<file path="config.mk">
export PLATFORM = sky130hd
export DESIGN_NAME = http_header_line_parser_flat
export DESIGN_NICKNAME = d
export VERILOG_FILES = /design/src/hdl/hlp_pkg.sv /design/src/hdl/hlp_byte_if.sv /design/src/hdl/hlp_result_if.sv /design/src/hdl/hlp_parse.sv /design/src/hdl/hlp_bucket.sv /design/src/hdl/http_header_line_parser.sv /design/src/flat_wrapper.sv
export SDC_FILE = /design/constraint.sdc
export NUM_CORES = 1
export LEC_CHECK = 0
export BUFFER_PORTS_ARGS = -buffer_cell sky130_fd_sc_hd__buf_4
export CORE_MARGIN = 3
export CORE_UTILIZATION = 50
export CTS_CLUSTER_DIAMETER = 30
export DETAILED_ROUTE_END_ITERATION = 8
export HOLD_SLACK_MARGIN = 0.12
export PLACE_DENSITY_LB_ADDON = 0.2
export SLEW_MARGIN = 20
export SYNTH_ARGS = -nofsm -noshare
export SYNTH_HDL_FRONTEND = slang
export SYNTH_HIERARCHICAL = 1
export SYNTH_SLANG_ARGS = --single-unit
</file>
<file path="constraint.sdc">
create_clock -name clk -period 6.6 [get_ports clk]
set_input_delay 0 -clock clk [delete_from_list [all_inputs] [get_ports clk]]
set_output_delay 0 -clock clk [all_outputs]
set_load 0.03 [all_outputs]
</file>
<file path="src/hdl/hlp_pkg.sv">
// shared types, character codes and byte classifiers for the header line parser
package hlp_pkg;

  localparam int DATA_W   = 8;
  localparam int HASH_W   = 32;
  localparam int LEN_W    = 12;
  localparam int BUCKET_W = 6;

  // result status codes
  typedef enum logic [2:0] {
    ST_OK      = 3'd0,
    ST_BADCHAR = 3'd1,
    ST_NONAME  = 3'd2,
    ST_NOVALUE = 3'd3,
    ST_NULL    = 3'd4,
    ST_LONG    = 3'd5
  } status_t;

  // parse phases
  typedef enum logic [1:0] {
    PH_IDLE  = 2'd0,
    PH_NAME  = 2'd1,
    PH_BLANK = 2'd2,
    PH_VALUE = 2'd3
  } phase_t;

  // one finished header line, before the bucket is worked out
  typedef struct packed {
    status_t             status;
    logic [HASH_W-1:0]   name_hash;
    logic [LEN_W-1:0]    name_length;
    logic [LEN_W-1:0]    value_offset;
    logic [LEN_W-1:0]    value_length;
  } result_t;

  // character codes
  localparam logic [DATA_W-1:0] CH_NUL    = 8'h00;
  localparam logic [DATA_W-1:0] CH_TAB    = 8'h09;
  localparam logic [DATA_W-1:0] CH_LF     = 8'h0A;
  localparam logic [DATA_W-1:0] CH_CR     = 8'h0D;
  localparam logic [DATA_W-1:0] CH_SPACE  = 8'h20;
  localparam logic [DATA_W-1:0] CH_DQUOTE = 8'h22;
  localparam logic [DATA_W-1:0] CH_LPAREN = 8'h28;
  localparam logic [DATA_W-1:0] CH_RPAREN = 8'h29;
  localparam logic [DATA_W-1:0] CH_COMMA  = 8'h2C;
  localparam logic [DATA_W-1:0] CH_SLASH  = 8'h2F;
  localparam logic [DATA_W-1:0] CH_COLON  = 8'h3A;
  localparam logic [DATA_W-1:0] CH_AT     = 8'h40;
  localparam logic [DATA_W-1:0] CH_UPPER_A = 8'h41;
  localparam logic [DATA_W-1:0] CH_UPPER_Z = 8'h5A;
  localparam logic [DATA_W-1:0] CH_LBRACK = 8'h5B;
  localparam logic [DATA_W-1:0] CH_BSLASH = 8'h5C;
  localparam logic [DATA_W-1:0] CH_RBRACK = 8'h5D;
  localparam logic [DATA_W-1:0] CH_LBRACE = 8'h7B;
  localparam logic [DATA_W-1:0] CH_RBRACE = 8'h7D;
  localparam logic [DATA_W-1:0] CH_DEL    = 8'h7F;
  localparam logic [DATA_W-1:0] CASE_OFFSET = 8'h20;

  // separators: colon to at-sign, brackets, quotes, comma, slashes, blanks
  function automatic logic is_separator(input logic [DATA_W-1:0] c);
    return (c >= CH_COLON && c <= CH_AT) ||
           c == CH_LPAREN || c == CH_RPAREN || c == CH_COMMA || c == CH_BSLASH ||
           c == CH_DQUOTE || c == CH_SLASH || c == CH_LBRACK || c == CH_RBRACK ||
           c == CH_LBRACE || c == CH_RBRACE || c == CH_SPACE || c == CH_TAB;
  endfunction

  // ascii upper to lower case
  function automatic logic [DATA_W-1:0] to_lower(input logic [DATA_W-1:0] c);
    return (c >= CH_UPPER_A && c <= CH_UPPER_Z) ? c + CASE_OFFSET : c;
  endfunction

endpackage

</file>
<file path="src/hdl/hlp_byte_if.sv">
// byte request channel of the header line parser
interface hlp_byte_if;
  logic                        valid;
  logic                        ready;
  logic [hlp_pkg::DATA_W-1:0]  data_byte;
  logic                        line_start;

  modport source (output valid, output data_byte, output line_start, input ready);
  modport sink   (input valid, input data_byte, input line_start, output ready);
endinterface

</file>
<file path="src/hdl/hlp_result_if.sv">
// result channel of the header line parser
interface hlp_result_if;
  logic                          valid;
  logic                          ready;
  hlp_pkg::status_t              status;
  logic [hlp_pkg::HASH_W-1:0]    name_hash;
  logic [hlp_pkg::BUCKET_W-1:0]  bucket;
  logic [hlp_pkg::LEN_W-1:0]     name_length;
  logic [hlp_pkg::LEN_W-1:0]     value_offset;
  logic [hlp_pkg::LEN_W-1:0]     value_length;

  modport source (output valid, output status, output name_hash, output bucket,
                  output name_length, output value_offset, output value_length,
                  input ready);
  modport sink   (input valid, input status, input name_hash, input bucket,
                  input name_length, input value_offset, input value_length,
                  output ready);
endinterface

</file>
<file path="src/hdl/hlp_parse.sv">
// byte-wise header line parser: name check, name hash, blank skip, value scan
module hlp_parse #(
  parameter int MAX_LINE = 4096
) (
  input  logic             clk,
  input  logic             rst,
  hlp_byte_if.sink         bytes,
  output logic             res_valid,
  input  logic             res_ready,
  output hlp_pkg::result_t res
);

  localparam int POS_W = $clog2(MAX_LINE + 1);
  localparam logic [POS_W-1:0] POS_LIMIT = POS_W'(MAX_LINE);

  // parse state
  hlp_pkg::phase_t                phase, phase_next;
  logic [hlp_pkg::HASH_W-1:0]     hash, hash_next;
  logic [POS_W-1:0]               name_count, name_count_next;
  logic [POS_W-1:0]               value_start, value_start_next;
  logic [POS_W-1:0]               value_count, value_count_next;
  logic [POS_W-1:0]               line_pos, line_pos_next;
  logic                           cr_pending, cr_pending_next;

  // state as seen by this byte, after a line start clears it
  hlp_pkg::phase_t                ph_e;
  logic [hlp_pkg::HASH_W-1:0]     h_e;
  logic [POS_W-1:0]               n_e, vs_e, vc_e, pos_e;
  logic                           cr_e;

  // value state once blanks are done
  logic [POS_W-1:0]               vs_w, vc_w;
  logic                           cr_w;

  logic [hlp_pkg::DATA_W-1:0]     c;
  logic in_fire, is_colon, is_nul, is_blank, is_cr, is_lf, is_bad;
  logic too_long, to_value, line_end, emit;
  hlp_pkg::status_t               status;
  logic [POS_W-1:0]               out_vs, out_vc;

  assign c            = bytes.data_byte;
  assign bytes.ready  = !res_valid || res_ready;
  assign in_fire      = bytes.valid && bytes.ready;

  // effective state
  always_comb begin
    if (bytes.line_start) begin
      ph_e  = hlp_pkg::PH_NAME;
      h_e   = '0;
      n_e   = '0;
      vs_e  = '0;
      vc_e  = '0;
      pos_e = '0;
      cr_e  = 1'b0;
    end else begin
      ph_e  = phase;
      h_e   = hash;
      n_e   = name_count;
      vs_e  = value_start;
      vc_e  = value_count;
      pos_e = line_pos;
      cr_e  = cr_pending;
    end
  end

  // byte classes
  assign is_colon = (c == hlp_pkg::CH_COLON);
  assign is_nul   = (c == hlp_pkg::CH_NUL);
  assign is_blank = (c == hlp_pkg::CH_SPACE) || (c == hlp_pkg::CH_TAB);
  assign is_cr    = (c == hlp_pkg::CH_CR);
  assign is_lf    = (c == hlp_pkg::CH_LF);
  assign is_bad   = (c < hlp_pkg::CH_SPACE) || (c >= hlp_pkg::CH_DEL) ||
                    hlp_pkg::is_separator(c);

  assign too_long = (ph_e != hlp_pkg::PH_IDLE) && (pos_e == POS_LIMIT);
  assign to_value = (ph_e == hlp_pkg::PH_VALUE) ||
                    ((ph_e == hlp_pkg::PH_BLANK) && !is_blank);

  // first value byte opens a fresh value
  assign vs_w     = (ph_e == hlp_pkg::PH_BLANK) ? pos_e : vs_e;
  assign vc_w     = (ph_e == hlp_pkg::PH_BLANK) ? '0 : vc_e;
  assign cr_w     = (ph_e == hlp_pkg::PH_BLANK) ? 1'b0 : cr_e;
  assign line_end = is_lf && cr_w;

  // next phase
  always_comb begin
    phase_next = phase;
    if (in_fire) begin
      unique case (ph_e)
        hlp_pkg::PH_IDLE: begin
          phase_next = hlp_pkg::PH_IDLE;
        end
        hlp_pkg::PH_NAME: begin
          priority if (too_long) begin
            phase_next = hlp_pkg::PH_IDLE;
          end else if (is_colon) begin
            phase_next = (n_e == '0) ? hlp_pkg::PH_IDLE : hlp_pkg::PH_BLANK;
          end else if (is_nul || is_bad) begin
            phase_next = hlp_pkg::PH_IDLE;
          end else begin
            phase_next = hlp_pkg::PH_NAME;
          end
        end
        hlp_pkg::PH_BLANK, hlp_pkg::PH_VALUE: begin
          priority if (too_long) begin
            phase_next = hlp_pkg::PH_IDLE;
          end else if (!to_value) begin
            phase_next = hlp_pkg::PH_BLANK;
          end else if (is_nul || line_end) begin
            phase_next = hlp_pkg::PH_IDLE;
          end else begin
            phase_next = hlp_pkg::PH_VALUE;
          end
        end
      endcase
    end
  end

  // datapath and result decision
  always_comb begin
    hash_next        = h_e;
    name_count_next  = n_e;
    value_start_next = vs_e;
    value_count_next = vc_e;
    cr_pending_next  = cr_e;
    line_pos_next    = pos_e;
    emit             = 1'b0;
    status           = hlp_pkg::ST_OK;
    out_vs           = vs_e;
    out_vc           = vc_e;
    if (ph_e != hlp_pkg::PH_IDLE) begin
      if (too_long) begin
        emit   = 1'b1;
        status = hlp_pkg::ST_LONG;
      end else begin
        line_pos_next = pos_e + POS_W'(1);
        unique case (ph_e)
          hlp_pkg::PH_IDLE: begin
          end
          hlp_pkg::PH_NAME: begin
            priority if (is_colon) begin
              if (n_e == '0) begin
                emit   = 1'b1;
                status = hlp_pkg::ST_NONAME;
              end
            end else if (is_nul) begin
              emit   = 1'b1;
              status = hlp_pkg::ST_NULL;
            end else if (is_bad) begin
              emit   = 1'b1;
              status = hlp_pkg::ST_BADCHAR;
            end else begin
              hash_next = h_e ^ ((h_e << 5) + (h_e >> 2) +
                                 hlp_pkg::HASH_W'(hlp_pkg::to_lower(c)));
              name_count_next = n_e + POS_W'(1);
            end
          end
          hlp_pkg::PH_BLANK, hlp_pkg::PH_VALUE: begin
            if (to_value) begin
              value_start_next = vs_w;
              value_count_next = vc_w;
              cr_pending_next  = cr_w;
              out_vs           = vs_w;
              out_vc           = vc_w;
              priority if (is_nul) begin
                emit   = 1'b1;
                status = hlp_pkg::ST_NULL;
              end else if (line_end) begin
                emit            = 1'b1;
                status          = (vc_w == '0) ? hlp_pkg::ST_NOVALUE : hlp_pkg::ST_OK;
                cr_pending_next = 1'b0;
              end else begin
                // a held-back cr that was not followed by lf counts as value
                value_count_next = vc_w + POS_W'(cr_w) + POS_W'(!is_cr);
                cr_pending_next  = is_cr;
              end
            end
          end
        endcase
      end
    end
  end

  // state registers
  always_ff @(posedge clk) begin
    if (rst) begin
      phase       <= hlp_pkg::PH_IDLE;
      hash        <= '0;
      name_count  <= '0;
      value_start <= '0;
      value_count <= '0;
      line_pos    <= '0;
      cr_pending  <= 1'b0;
    end else if (in_fire) begin
      phase       <= phase_next;
      hash        <= hash_next;
      name_count  <= name_count_next;
      value_start <= value_start_next;
      value_count <= value_count_next;
      line_pos    <= line_pos_next;
      cr_pending  <= cr_pending_next;
    end
  end

  // result register
  always_ff @(posedge clk) begin
    if (rst) begin
      res_valid <= 1'b0;
    end else if (in_fire && emit) begin
      res_valid <= 1'b1;
    end else if (res_ready) begin
      res_valid <= 1'b0;
    end
  end

  always_ff @(posedge clk) begin
    if (in_fire && emit) begin
      res.status       <= status;
      res.name_hash    <= h_e;
      res.name_length  <= hlp_pkg::LEN_W'(n_e);
      res.value_offset <= hlp_pkg::LEN_W'(out_vs);
      res.value_length <= hlp_pkg::LEN_W'(out_vc);
    end
  end

endmodule

</file>
<file path="src/hdl/hlp_bucket.sv">
// three-stage pipeline that reduces the name hash modulo the bucket count
module hlp_bucket #(
  parameter int BUCKETS = 64
) (
  input  logic             clk,
  input  logic             rst,
  input  logic             in_valid,
  output logic             in_ready,
  input  hlp_pkg::result_t in_res,
  hlp_result_if.source     results
);

  localparam int BW = $clog2(BUCKETS);
  localparam int RW = BW + 1;
  localparam int HW = hlp_pkg::HASH_W;
  // floor(2^32 / BUCKETS): quotient estimate is exact or one short
  localparam logic [HW-1:0] RECIP = HW'((64'd1 << HW) / BUCKETS);
  localparam logic [HW-1:0] DIVISOR = HW'(BUCKETS);
  localparam logic [RW-1:0] DIVISOR_R = RW'(BUCKETS);

  logic                 s1_valid, s2_valid, s3_valid;
  logic                 s1_ready, s2_ready, s3_ready;
  hlp_pkg::result_t     s1_res, s2_res;
  logic [2*HW-1:0]      s1_prod;
  logic [RW-1:0]        s2_rem;
  logic [HW-1:0]        quot, diff;

  // per-stage ready so bubbles close up
  assign s3_ready = !s3_valid || results.ready;
  assign s2_ready = !s2_valid || s3_ready;
  assign s1_ready = !s1_valid || s2_ready;
  assign in_ready = s1_ready;

  assign quot = s1_prod[2*HW-1:HW];
  assign diff = s1_res.name_hash - HW'(quot * DIVISOR);

  // valid bits
  always_ff @(posedge clk) begin
    if (rst) begin
      s1_valid <= 1'b0;
      s2_valid <= 1'b0;
      s3_valid <= 1'b0;
    end else begin
      if (s1_ready) begin
        s1_valid <= in_valid;
      end
      if (s2_ready) begin
        s2_valid <= s1_valid;
      end
      if (s3_ready) begin
        s3_valid <= s2_valid;
      end
    end
  end

  // quotient estimate by reciprocal multiply
  always_ff @(posedge clk) begin
    if (s1_ready && in_valid) begin
      s1_res  <= in_res;
      s1_prod <= (2*HW)'(in_res.name_hash) * (2*HW)'(RECIP);
    end
  end

  // remainder, below twice the bucket count
  always_ff @(posedge clk) begin
    if (s2_ready && s1_valid) begin
      s2_res <= s1_res;
      s2_rem <= diff[RW-1:0];
    end
  end

  // final correction and output register
  always_ff @(posedge clk) begin
    if (s3_ready && s2_valid) begin
      results.status       <= s2_res.status;
      results.name_hash    <= s2_res.name_hash;
      results.name_length  <= s2_res.name_length;
      results.value_offset <= s2_res.value_offset;
      results.value_length <= s2_res.value_length;
      results.bucket       <= hlp_pkg::BUCKET_W'((s2_rem >= DIVISOR_R) ?
                                                  s2_rem - DIVISOR_R : s2_rem);
    end
  end

  assign results.valid = s3_valid;

endmodule

</file>
<file path="src/hdl/http_header_line_parser.sv">
// top level of the http header line parser
//
// usage: bytes of a header line come in on the byte channel, one request per
// byte, with line_start high on the first byte of each line. the parser checks
// the field name, hashes it in lower case, skips blanks after the colon and
// scans the value up to cr lf. at the closing lf, or at the first error, one
// result leaves on the result channel with status, name hash, bucket, name
// length, value offset and value length; bytes then count for nothing until
// the next line_start.
// throughput: one byte per clock while the result path does not hold off; the parse
// state updates once for each byte taken.
// result path: the parser registers a result on the edge that takes its closing
// byte, then the bucket modulo carries it through the reciprocal multiply, the
// remainder and the final correction in the output register.
// reset: the parser waits for a line start, the pipeline is empty.
// stall: while the receiver holds off, results queue in the four registers of
// the result path and bytes keep flowing until a result has nowhere to go.
module http_header_line_parser #(
  parameter int MAX_LINE = 4096,
  parameter int BUCKETS  = 64
) (
  input  logic          clk,
  input  logic          rst,
  hlp_byte_if.sink      bytes,
  hlp_result_if.source  results
);

  logic             core_valid;
  logic             core_ready;
  hlp_pkg::result_t core_res;

  hlp_parse #(
    .MAX_LINE (MAX_LINE)
  ) u_parse (
    .clk       (clk),
    .rst       (rst),
    .bytes     (bytes),
    .res_valid (core_valid),
    .res_ready (core_ready),
    .res       (core_res)
  );

  hlp_bucket #(
    .BUCKETS (BUCKETS)
  ) u_bucket (
    .clk      (clk),
    .rst      (rst),
    .in_valid (core_valid),
    .in_ready (core_ready),
    .in_res   (core_res),
    .results  (results)
  );

`ifndef SYNTH
  // an empty output means nothing in the result path can block a byte
  a_no_block: assert property (@(posedge clk) disable iff (rst)
    !results.valid |-> bytes.ready)
    else $error("byte channel stalled with empty output");

  // bucket stays inside the table
  a_bucket_range: assert property (@(posedge clk) disable iff (rst)
    results.valid |-> (32'(results.bucket) < BUCKETS))
    else $error("bucket out of range");

  // empty name reports no name bytes and no value
  a_noname_fields: assert property (@(posedge clk) disable iff (rst)
    results.valid && results.status == hlp_pkg::ST_NONAME |->
      results.name_length == '0 && results.value_length == '0)
    else $error("empty name result carries counts");
`endif

endmodule
</file>
<file path="src/flat_wrapper.sv">
// flat-port wrapper written by rule: the top's interface ports become plain ports
module http_header_line_parser_flat 
#(
  parameter int MAX_LINE = 4096,
  parameter int BUCKETS  = 64
)
  (clk, rst, bytes_valid, bytes_data_byte, bytes_line_start, bytes_ready, results_valid, results_status, results_name_hash, results_bucket, results_name_length, results_value_offset, results_value_length, results_ready);
  hlp_byte_if bytes_i ();
  hlp_result_if results_i ();
  input  logic clk;
  input  logic rst;
  input wire logic [$bits(bytes_i.valid)-1:0] bytes_valid;
  input wire logic [$bits(bytes_i.data_byte)-1:0] bytes_data_byte;
  input wire logic [$bits(bytes_i.line_start)-1:0] bytes_line_start;
  output wire logic [$bits(bytes_i.ready)-1:0] bytes_ready;
  output wire logic [$bits(results_i.valid)-1:0] results_valid;
  output wire logic [$bits(results_i.status)-1:0] results_status;
  output wire logic [$bits(results_i.name_hash)-1:0] results_name_hash;
  output wire logic [$bits(results_i.bucket)-1:0] results_bucket;
  output wire logic [$bits(results_i.name_length)-1:0] results_name_length;
  output wire logic [$bits(results_i.value_offset)-1:0] results_value_offset;
  output wire logic [$bits(results_i.value_length)-1:0] results_value_length;
  input wire logic [$bits(results_i.ready)-1:0] results_ready;
  assign bytes_i.valid = bytes_valid;
  assign bytes_i.data_byte = bytes_data_byte;
  assign bytes_i.line_start = bytes_line_start;
  assign bytes_ready = bytes_i.ready;
  assign results_valid = results_i.valid;
  assign results_status = results_i.status;
  assign results_name_hash = results_i.name_hash;
  assign results_bucket = results_i.bucket;
  assign results_name_length = results_i.name_length;
  assign results_value_offset = results_i.value_offset;
  assign results_value_length = results_i.value_length;
  assign results_i.ready = results_ready;
  http_header_line_parser #(.MAX_LINE(MAX_LINE), .BUCKETS(BUCKETS)) u_core (.clk(clk), .rst(rst), .bytes(bytes_i), .results(results_i));
endmodule
</file>
# Word level (Yosys, flattened, before mapping)
# Cells that the tools add are included.
# totals
word_cells	193
register_bits	388
in_bits	13
# classes
order_cmp	7
add_sub_neg	9
n_reduce_logical	46
n_bitwise	2
n_eq_ne	19
mux	76
# ops
operator	n
$mux W13	24
$mux W32	7
$eq A8 B6 Y1 const B	7
$mux W12	4
$eq A8 B7 Y1 const B	5
$add A32 B30 Y32	1
$add A32 B8 Y32	1
$xor A32 B32 Y32	1
$add A13 B1 Y13	2
$add A13 B1 Y13 const B	2
$logic_not A13 Y1	2
$eq A8 B4 Y1 const B	3
$logic_or A1 B1 Y1	22
$mux W1	21
$mux W2	10
$ge A8 B7 Y1 const B	2
$le A8 B7 Y1 const B	2
$mux W3	5
$eq A13 B13 Y1 const B	1
$logic_and A1 B1 Y1	10
$add A8 B6 Y8 const B	1
$ge A8 B6 Y1 const B	1
$logic_not A8 Y1	1
$lt A8 B6 Y1 const B	1
other kinds (15)	23

# Depth between registers and ports, before layout
# Gate-level depths: netlist of the first run.
# logic_depth
depth_word	23
ltp_mapped	18
depth_no_buf	17

# Cells and area by module
# Netlist of the first run, hierarchy kept.
# by_module_without_submodules
module	seq_area_each_um2	cells_each	n_inst	area_each_um2
hlp_parse	3873.7	1041	1	9419.0
hlp_bucket	6456.2	234	1	6575.1

# Worst setup path before layout of the first run
# Ideal clock, no wire load.
# synth_path
kind	input-to-reg
start	input port bytes_line_start
end	register u_core/u_parse/res[0] (netlist bit), enable pin
arrival_time_ns	5.527
setup_slack_ns	0.548
required_time_ns	6.075
cell_stages	11
path_cell_list	buf_2 clkbuf_1 clkbuf_1 clkbuf_1 clkbuf_1 nand2b_1 ha_1 nor2b_1 nor2_1 a211o_1 a21oi_1
# synth_via
elab_chain_cells	11
# synth_lines
item	line_no	source
start, declared	flat_wrapper.sv:14	input wire logic [$bits(bytes_i.line_start)-1:0] bytes_line_start;
$mux W2	hlp_parse.sv:47	if (bytes.line_start) begin
$eq A2 B2 Y1	hlp_parse.sv:77, hlp_parse.sv:82, hlp_parse.sv:137	
$mux W1	hlp_parse.sv:82	assign cr_w = (ph_e == hlp_pkg::PH_BLANK) ? 1'b0 : cr_e;
$logic_and A1 B1 Y1	hlp_parse.sv:83	assign line_end = is_lf && cr_w;
$mux W1	hlp_parse.sv:168	end else if (line_end) begin
$mux W1	hlp_parse.sv:165	priority if (is_nul) begin
$mux W1	hlp_parse.sv:159	if (to_value) begin
$pmux W1 S2	hlp_parse.sv:137	unique case (ph_e)
$mux W1	hlp_parse.sv:132	if (too_long) begin
$mux W1 (*)	hlp_parse.sv:131	if (ph_e != hlp_pkg::PH_IDLE) begin
$logic_and A1 B1 Y1 (*)	hlp_parse.sv:217	if (in_fire && emit) begin
end, declared	hlp_parse.sv:10	output hlp_pkg::result_t res
# Every way passes the cells marked *; elsewhere a longest branch is shown, timed or not.
# A chain may end at the register's enable or synchronous reset.

# Final worst setup path of the first run
# layout_path
start	input port bytes_data_byte[0]
end	register u_core/u_parse/hash[31] (netlist bit)
# layout_via
elab_chain_cells	21
# layout_lines
item	line_no	source
start, declared	flat_wrapper.sv:13	input wire logic [$bits(bytes_i.data_byte)-1:0] bytes_data_byte;
parallel branches: the longest is 17 deep, another holds $add A32 B8 Y32	n/a	
$mux W32 (*)	hlp_parse.sv:141	priority if (is_colon) begin
$mux W32 (*)	hlp_parse.sv:137	
$mux W32 (*)	hlp_parse.sv:132	
$mux W32 (*)	hlp_parse.sv:131	
end signal, assigned	hlp_parse.sv:196	hash <= hash_next;
end, declared	hlp_parse.sv:18	logic [hlp_pkg::HASH_W-1:0] hash, hash_next;
# Mark *: on every way between the ends.

==> flow_summary.toml, run 1 <==
[outcome]
status = "finished, final reports clean"

[die]
dieArea_um2 = 34200
num_io_pins = 92
initial_core_util_pct = 51.5
die_h_um = 185
rows = 64
core_um2 = 31100
die_w_um = 185

[timing]
finClkSkew_ps = 33.1
period_minus_slack_ps = 4360
rsz0062_at_grt = "no"
fmax_mhz = 229
slew-limit-headroom_pct = 31.6
tightest_slew_ps = 1030
timing.final.crit_share_pct = 66.1
hold_violations = 0
slew_viol_final = 0
setup_viol = 0
hold_ws_ps = 156
fin_tns_setup_ps = 0

[cts]
cts_tree = "yes"
clock_path_buffers = 3
ctsRootBufferMaster = "clkbuf_16"
ctsResizeCount = 0
clock-sinks = 374
insertion_delay_ps = 560
cts_max_level = 3
clk_pin_slew_ps = 50
tritoncts.num_buffers = 72

[place]
place_area_um2 = 17000
io_buffers = 91
place_hpwl_um = 20100
routabilityCongestion = 0.935
dp_cells = 1715

[pwr]
p_leak_uw = 0.00741
power.density_nw_per_um2 = 334
ir_drop_mv = 0.178

[synthesis]
synth_area_per_cell_um2 = 12.5
async_flop_share_pct = 0
yosys_warnings = 6
synth.net_count = 1358
dominantRegCellSynth = "edfxtp_1"
synth_cell_type_count = 76
ys_ff_latch = 374
netlist_area_um2 = 16000
synth_seq_area_share_pct = 64.6
syn-instance-count = 1275
synth_edf_count = 284

[layout]
final_area_um2 = 19800
drive_gt1_share_pct = 17.9
syn_to_final_growth_pct = 23.5
layout.cells.non_filler = 1856
nets = 1485
layout_commonest_cell = "edfxtp_1"
antenna_cells = 0
mostFrequentLayoutCells = "284 x edfxtp_1, 118 x nor2_1, 106 x nand2_1"

[detailed_routing]
via_count = 10168
finalWirelength_um = 32400
drc_errors = 0
drtAntennaViolNets = 0
first_iter_violations = 766
viasPerCell = 5.48
dr.pass1.iters = 5
routedWlPerCell_um = 17.4

[global_routing]
antenna_found_initial = 0
overflow = 0
grt_pass1_wl_um = 52500
grt_use_total_pct = 19.3
grt_pass1_vias = 10114
grt_max_degree = 72

[worst_setup_path]
slowest_delay_ps = 540
cp_top_family = "simple AND/OR/NAND/NOR gates"
cp_cell_sequence = "dlygate4sd3_1 > buf_4 > or3b_1 > nor2_1 > a21oi_1 > nor4_1 > xnor2_1 > fa_1 > inv_1 > ha_1 > o21ai_0 > o21ai_0 > nand2_1 > a22o_1 > a2111oi_2 > o21ai_0 > and4_1 > or3_1 > a21oi_1"
crit_path_end_kind = "flip-flop"
crit_top_cell = "o21ai_0"
worstSetupPathType = "input pin to flip-flop"
path_buf_inv = 3
cp_max_fo = 9
crit_slowest_cell = "dlygate4sd3_1"
crit_arrival_ps = 4830
cp.required_ps = 7070
critPathLaunchType = "input pin"

[worst_hold_path]
hold_class = "input pin to flip-flop"

[run]
cap_violations = 0
## path summary, 6_finish.rpt
check / from / endpoint / slack (ps) / cells past startpoint
max reg2reg: u_core/u_bucket/results.valid$_SDFFE_PP0P_ / u_core/u_parse/name_count[12]$_SDFFE_PP0P_ / 2530 / 10
min reg2reg: u_core/u_bucket/s2_res[58]$_DFFE_PP_ / u_core/u_bucket/results.name_hash[22]$_DFFE_PP_ / 390 / 0
min: bytes_data_byte[4] / u_core/u_parse/res[70]$_SDFFCE_PP0P_ / 160 / 5
max: bytes_data_byte[0] / u_core/u_parse/hash[31]$_SDFFE_PP0P_ / 2240 / 19
## through the flow
stage	util, %	worst slack, ps	power [uW]
final	63.6	2240	6590
after global placement	54.7	2330	2740
after floorplan	-	548	2700
after detailed placement	54.7	2280	2740
after CTS	63.5	2280	6670
after global routing	63.6	1860	6820
## power by group
| part | total [uW] | leakage [uW] | internal [uW] | switching [uW] |
|---|---|---|---|---|
| logic | 149 | 0.00279 | 44.8 | 104 |
| clock network | 3890 | 0.00127 | 2690 | 1200 |
| registers | 2560 | 0.00335 | 2550 | 9.40 |
| total | 6590 | 0.00741 | 5280 | 1310 |
## cell type report
class	count	area, um^2
clock buffers	79	1870
well taps	396	495
repair buffers	109	871
multi-input cells	818	5320
fillers	2332	11300
clock inverters	53	772
inverters	27	101
flip-flops and latches	374	10300
## state kept, by name, summed over array words and instances (netlist names), 2 cells and up
register and cells:
u_core/u_bucket/s2_res 71, u_core/u_parse/res 71, u_core/u_bucket/s1_res 39, u_core/u_bucket/results.name_hash 32, u_core/u_bucket/s1_prod 32, u_core/u_parse/hash 32
u_core/u_parse/line_pos 13, u_core/u_parse/name_count 13, u_core/u_parse/value_count 13, u_core/u_bucket/results.name_length 12, u_core/u_bucket/results.value_length 12, u_core/u_bucket/results.value_offset 12
u_core/u_parse/value_start 12, u_core/u_bucket/results.status 3, u_core/u_parse/phase 2
## per-layer routing
metal  share of wire, %  global-route usage [%]
met1                 47                    26.5
met2                 46                    30.7
met3                5.3                    3.75
met4                2.2                    7.41
met5                  0                       0
## cells in the mapped netlist (15+ instances only)
| master | count | share of area (%) |
|---|---|---|
| edfxtp_1 | 284 | 53 |
| nor2_1 | 118 | 2.8 |
| nand2_1 | 107 | 2.5 |
| dfxtp_1 | 90 | 11 |
| a21oi_1 | 84 | 2.6 |
| ha_1 | 65 | 5.1 |
| nor2b_1 | 58 | 2.3 |
| o21ai_0 | 45 | 1.4 |
| nor3_1 | 38 | 1.2 |
| clkbuf_1 | 35 | 0.82 |
| xnor2_1 | 35 | 1.9 |
| inv_1 | 27 | 0.63 |
| nand3_1 | 22 | 0.69 |
| nand4_1 | 19 | 0.74 |
| xor2_1 | 18 | 0.99 |
| or3_1 | 15 | 0.59 |
## repair_timing
| action | 4_1_cts | 5_1_grt |
|---|---|---|
| setup buffers | 0 | 0 |
| hold buffers | 8 | 0 |
| hold endpoints to repair | 50 | 0 |
## worst register-to-register path, delay by kind of cell, from the launching register on
family	cells	cell delay, ps
simple gates	9	3420
xor+xnor	1	190
flops	1	340
## cells by family after synthesis
kind of cell	count (synthesis)	synth area share, %
and+or+nand+nor	462	14.9
muxes	14	0.978
adders and majority gates	70	5.71
xor gates and xnor gates	53	2.90
AOI/OAI and AO/OA	219	8.66
buffers and inverters	83	2.31
DFF	374	64.6
(Power assumes the default switching activity.)
==> inputs of run 2 (changes only) <==
Clock period 6.6 ns to 3.6 ns, I/O delays scaled along.
==> run 2 against run 1 <==
Utilization rose by 1.2 points. Highest routed layer unchanged. Combinational power rose by 110%. Worst hold slack improved by 22 ps. Register-to-register slack got worse by 2300 ps. Sequential power rose by 83%. Largest power group unchanged. Global-route usage rose by 0.19 points.
==> flow_summary.toml, run 2 (synthesized netlist as in run 1, its figures left out) <==
[worst_setup_path]
cp.required_ps = 4080
critPathLaunchType = "flip-flop"
cp_max_fo = 6
crit_arrival_ps = 3860
cp_top_family = "simple AND/OR/NAND/NOR gates"
path_buf_inv = 1
crit_path_end_kind = "flip-flop"
crit_top_cell = "ha_1"
crit_slowest_cell = "or4_1"
slowest_delay_ps = 540
cp_cell_sequence = "nor2b_1 > ha_1 > ha_1 > nand2_1 > o21ai_0 > or2_2 > a31oi_1 > buf_4 > a211oi_2 > nor3_1 > or4_1 > a22o_1 > a21oi_1"
worstSetupPathType = "flip-flop to flip-flop"
r2r_slack_ps = 220

[die]
core_um2 = 31100
num_io_pins = 92
die_w_um = 185
initial_core_util_pct = 51.5
die_h_um = 185
dieArea_um2 = 34200
rows = 64

[timing]
setup_viol = 0
fin_tns_setup_ps = 0
slew_viol_final = 0
tightest_slew_ps = 999
slew-limit-headroom_pct = 33.4
fmax_mhz = 296
period_minus_slack_ps = 3380
finClkSkew_ps = 26.5
timing.final.crit_share_pct = 93.9
rsz0062_at_grt = "no"
hold_violations = 0

[detailed_routing]
dr.pass1.iters = 5
finalWirelength_um = 32900
via_count = 10416
routedWlPerCell_um = 17.1
viasPerCell = 5.42
first_iter_violations = 724
drtAntennaViolNets = 0
drc_errors = 0

[layout]
register_area_um2 = 10300
mostFrequentLayoutCells = "284 x edfxtp_1, 155 x buf_4, 118 x nor2_1"
multi_input_area_um2 = 5450
largest_registers = "u_core/u_bucket/s2_res x71, u_core/u_parse/res x71, u_core/u_bucket/s1_res x39"
syn_to_final_growth_pct = 25.8
layout_commonest_cell = "edfxtp_1"
drive_gt1_share_pct = 23.0
finish.utilization_pct = 64.8
antenna_cells = 0
fill_cells = 2298
nets = 1545

[global_routing]
overflow = 0
antenna_found_initial = 0
grt_pass1_wl_um = 53100
grt_use_total_pct = 19.5
grt_max_degree = 72
grt_pass1_vias = 10511

[run]
cap_violations = 0

[pwr]
p_leak_uw = 0.00761
power_uw = 11500
ir_drop_mv = 0.346
power.density_nw_per_um2 = 571

[cts]
post_cts_buffers = 0
cts_max_level = 3
clk_pin_slew_ps = 50
ctsRootBufferMaster = "clkbuf_16"
clock-sinks = 374
insertion_delay_ps = 560
clock_path_buffers = 3
tritoncts.num_buffers = 75
cts_tree = "yes"

[place]
routabilityCongestion = 0.905
place_hpwl_um = 21800
io_buffers = 91

[worst_hold_path]
hold_class = "input pin to flip-flop"

[outcome]
status = "finished, final reports clean"
==> run 2: cell types whose count changed in the layout (fill, tap and decap cells not counted), moves of 5 or more <==
cell / change
nor2b_1: -10
o21ai_0: -6
bufinv_16: -13
clkbuf_1: +6
nor2b_2: +10
clkinv_2: +5
inv_6: +10
clkbuf_16: +5
buf_4: +56
==> run 2: area by class of cell <==
type	count	share of cell area (%)
Tap cell	396	2.46
Timing Repair Buffer	166	6.43
Clock buffer	90	10.0
Inverter	27	0.504
Clock inverter	50	2.19
Multi-Input combinational cell	818	27.1
Sequential cell	374	51.3
==> run 2: power by group <==
group | internal [uW] | total (uW) | leakage [uW] | switching [uW]
logic | 108 | 310 | 0.00307 | 202
registers | 4670 | 4690 | 0.00335 | 17.3
clock network | 4270 | 6500 | 0.00120 | 2230
==> run 2: timing repair <==
| action | in CTS | in global routing |
|---|---|---|
| endpoints found under the setup margin | 0 | 11 |
| hold buffers | 8 | 0 |
| endpoints found under the hold margin | 83 | 0 |
| gates resized for setup | 0 | 21 |
==> run 2: final timing paths <==
check | start | endpoint | cells after the start
setup / recovery | u_core/u_parse/hash[18]$_SDFFE_PP0P_ | u_core/u_parse/hash[25]$_SDFFE_PP0P_ | 13
hold / removal | bytes_data_byte[4] | u_core/u_parse/cr_pending$_SDFFE_PP0P_ | 8
setup reg to reg | u_core/u_parse/hash[18]$_SDFFE_PP0P_ | u_core/u_parse/hash[25]$_SDFFE_PP0P_ | 13
hold reg to reg | u_core/u_bucket/s2_res[52]$_DFFE_PP_ | u_core/u_bucket/results.name_hash[16]$_DFFE_PP_ | 0
==> run 2: per-stage QoR <==
| step | setup slack [ps] | area (um^2) | cells | hold slack [ps] |
|---|---|---|---|---|
| floorplan | -101 | 16100 | 1275 | 69.1 |
| global placement | -320 | 17500 | 1773 | 316 |
| detailed placement | -397 | 17500 | 1773 | 332 |
| CTS | 155 | 20100 | 1921 | 131 |
| global route | 1.96 | 20100 | 1921 | 213 |
| finish | 219 | 20100 | 1921 | 178 |
==> run 2: worst min-delay path, cell delays in order <==
cell     delay, ps
buf_4           90
or4_4          120
buf_4          110
nor4b_2         70
nand2_1         60
a21oi_1         60
a21oi_1        110
nor2_1          40
==> run 2: layer usage <==
layer / global-route usage (%) / part of all wire (%) / vias up
met4: 8.85 / 3.0 / 0
met2: 31.9 / 48 / 263
met1: 25.5 / 45 / 5002
met3: 3.65 / 4.5 / 59
li1: - / - / 5092
met5: 0 / 0 / -
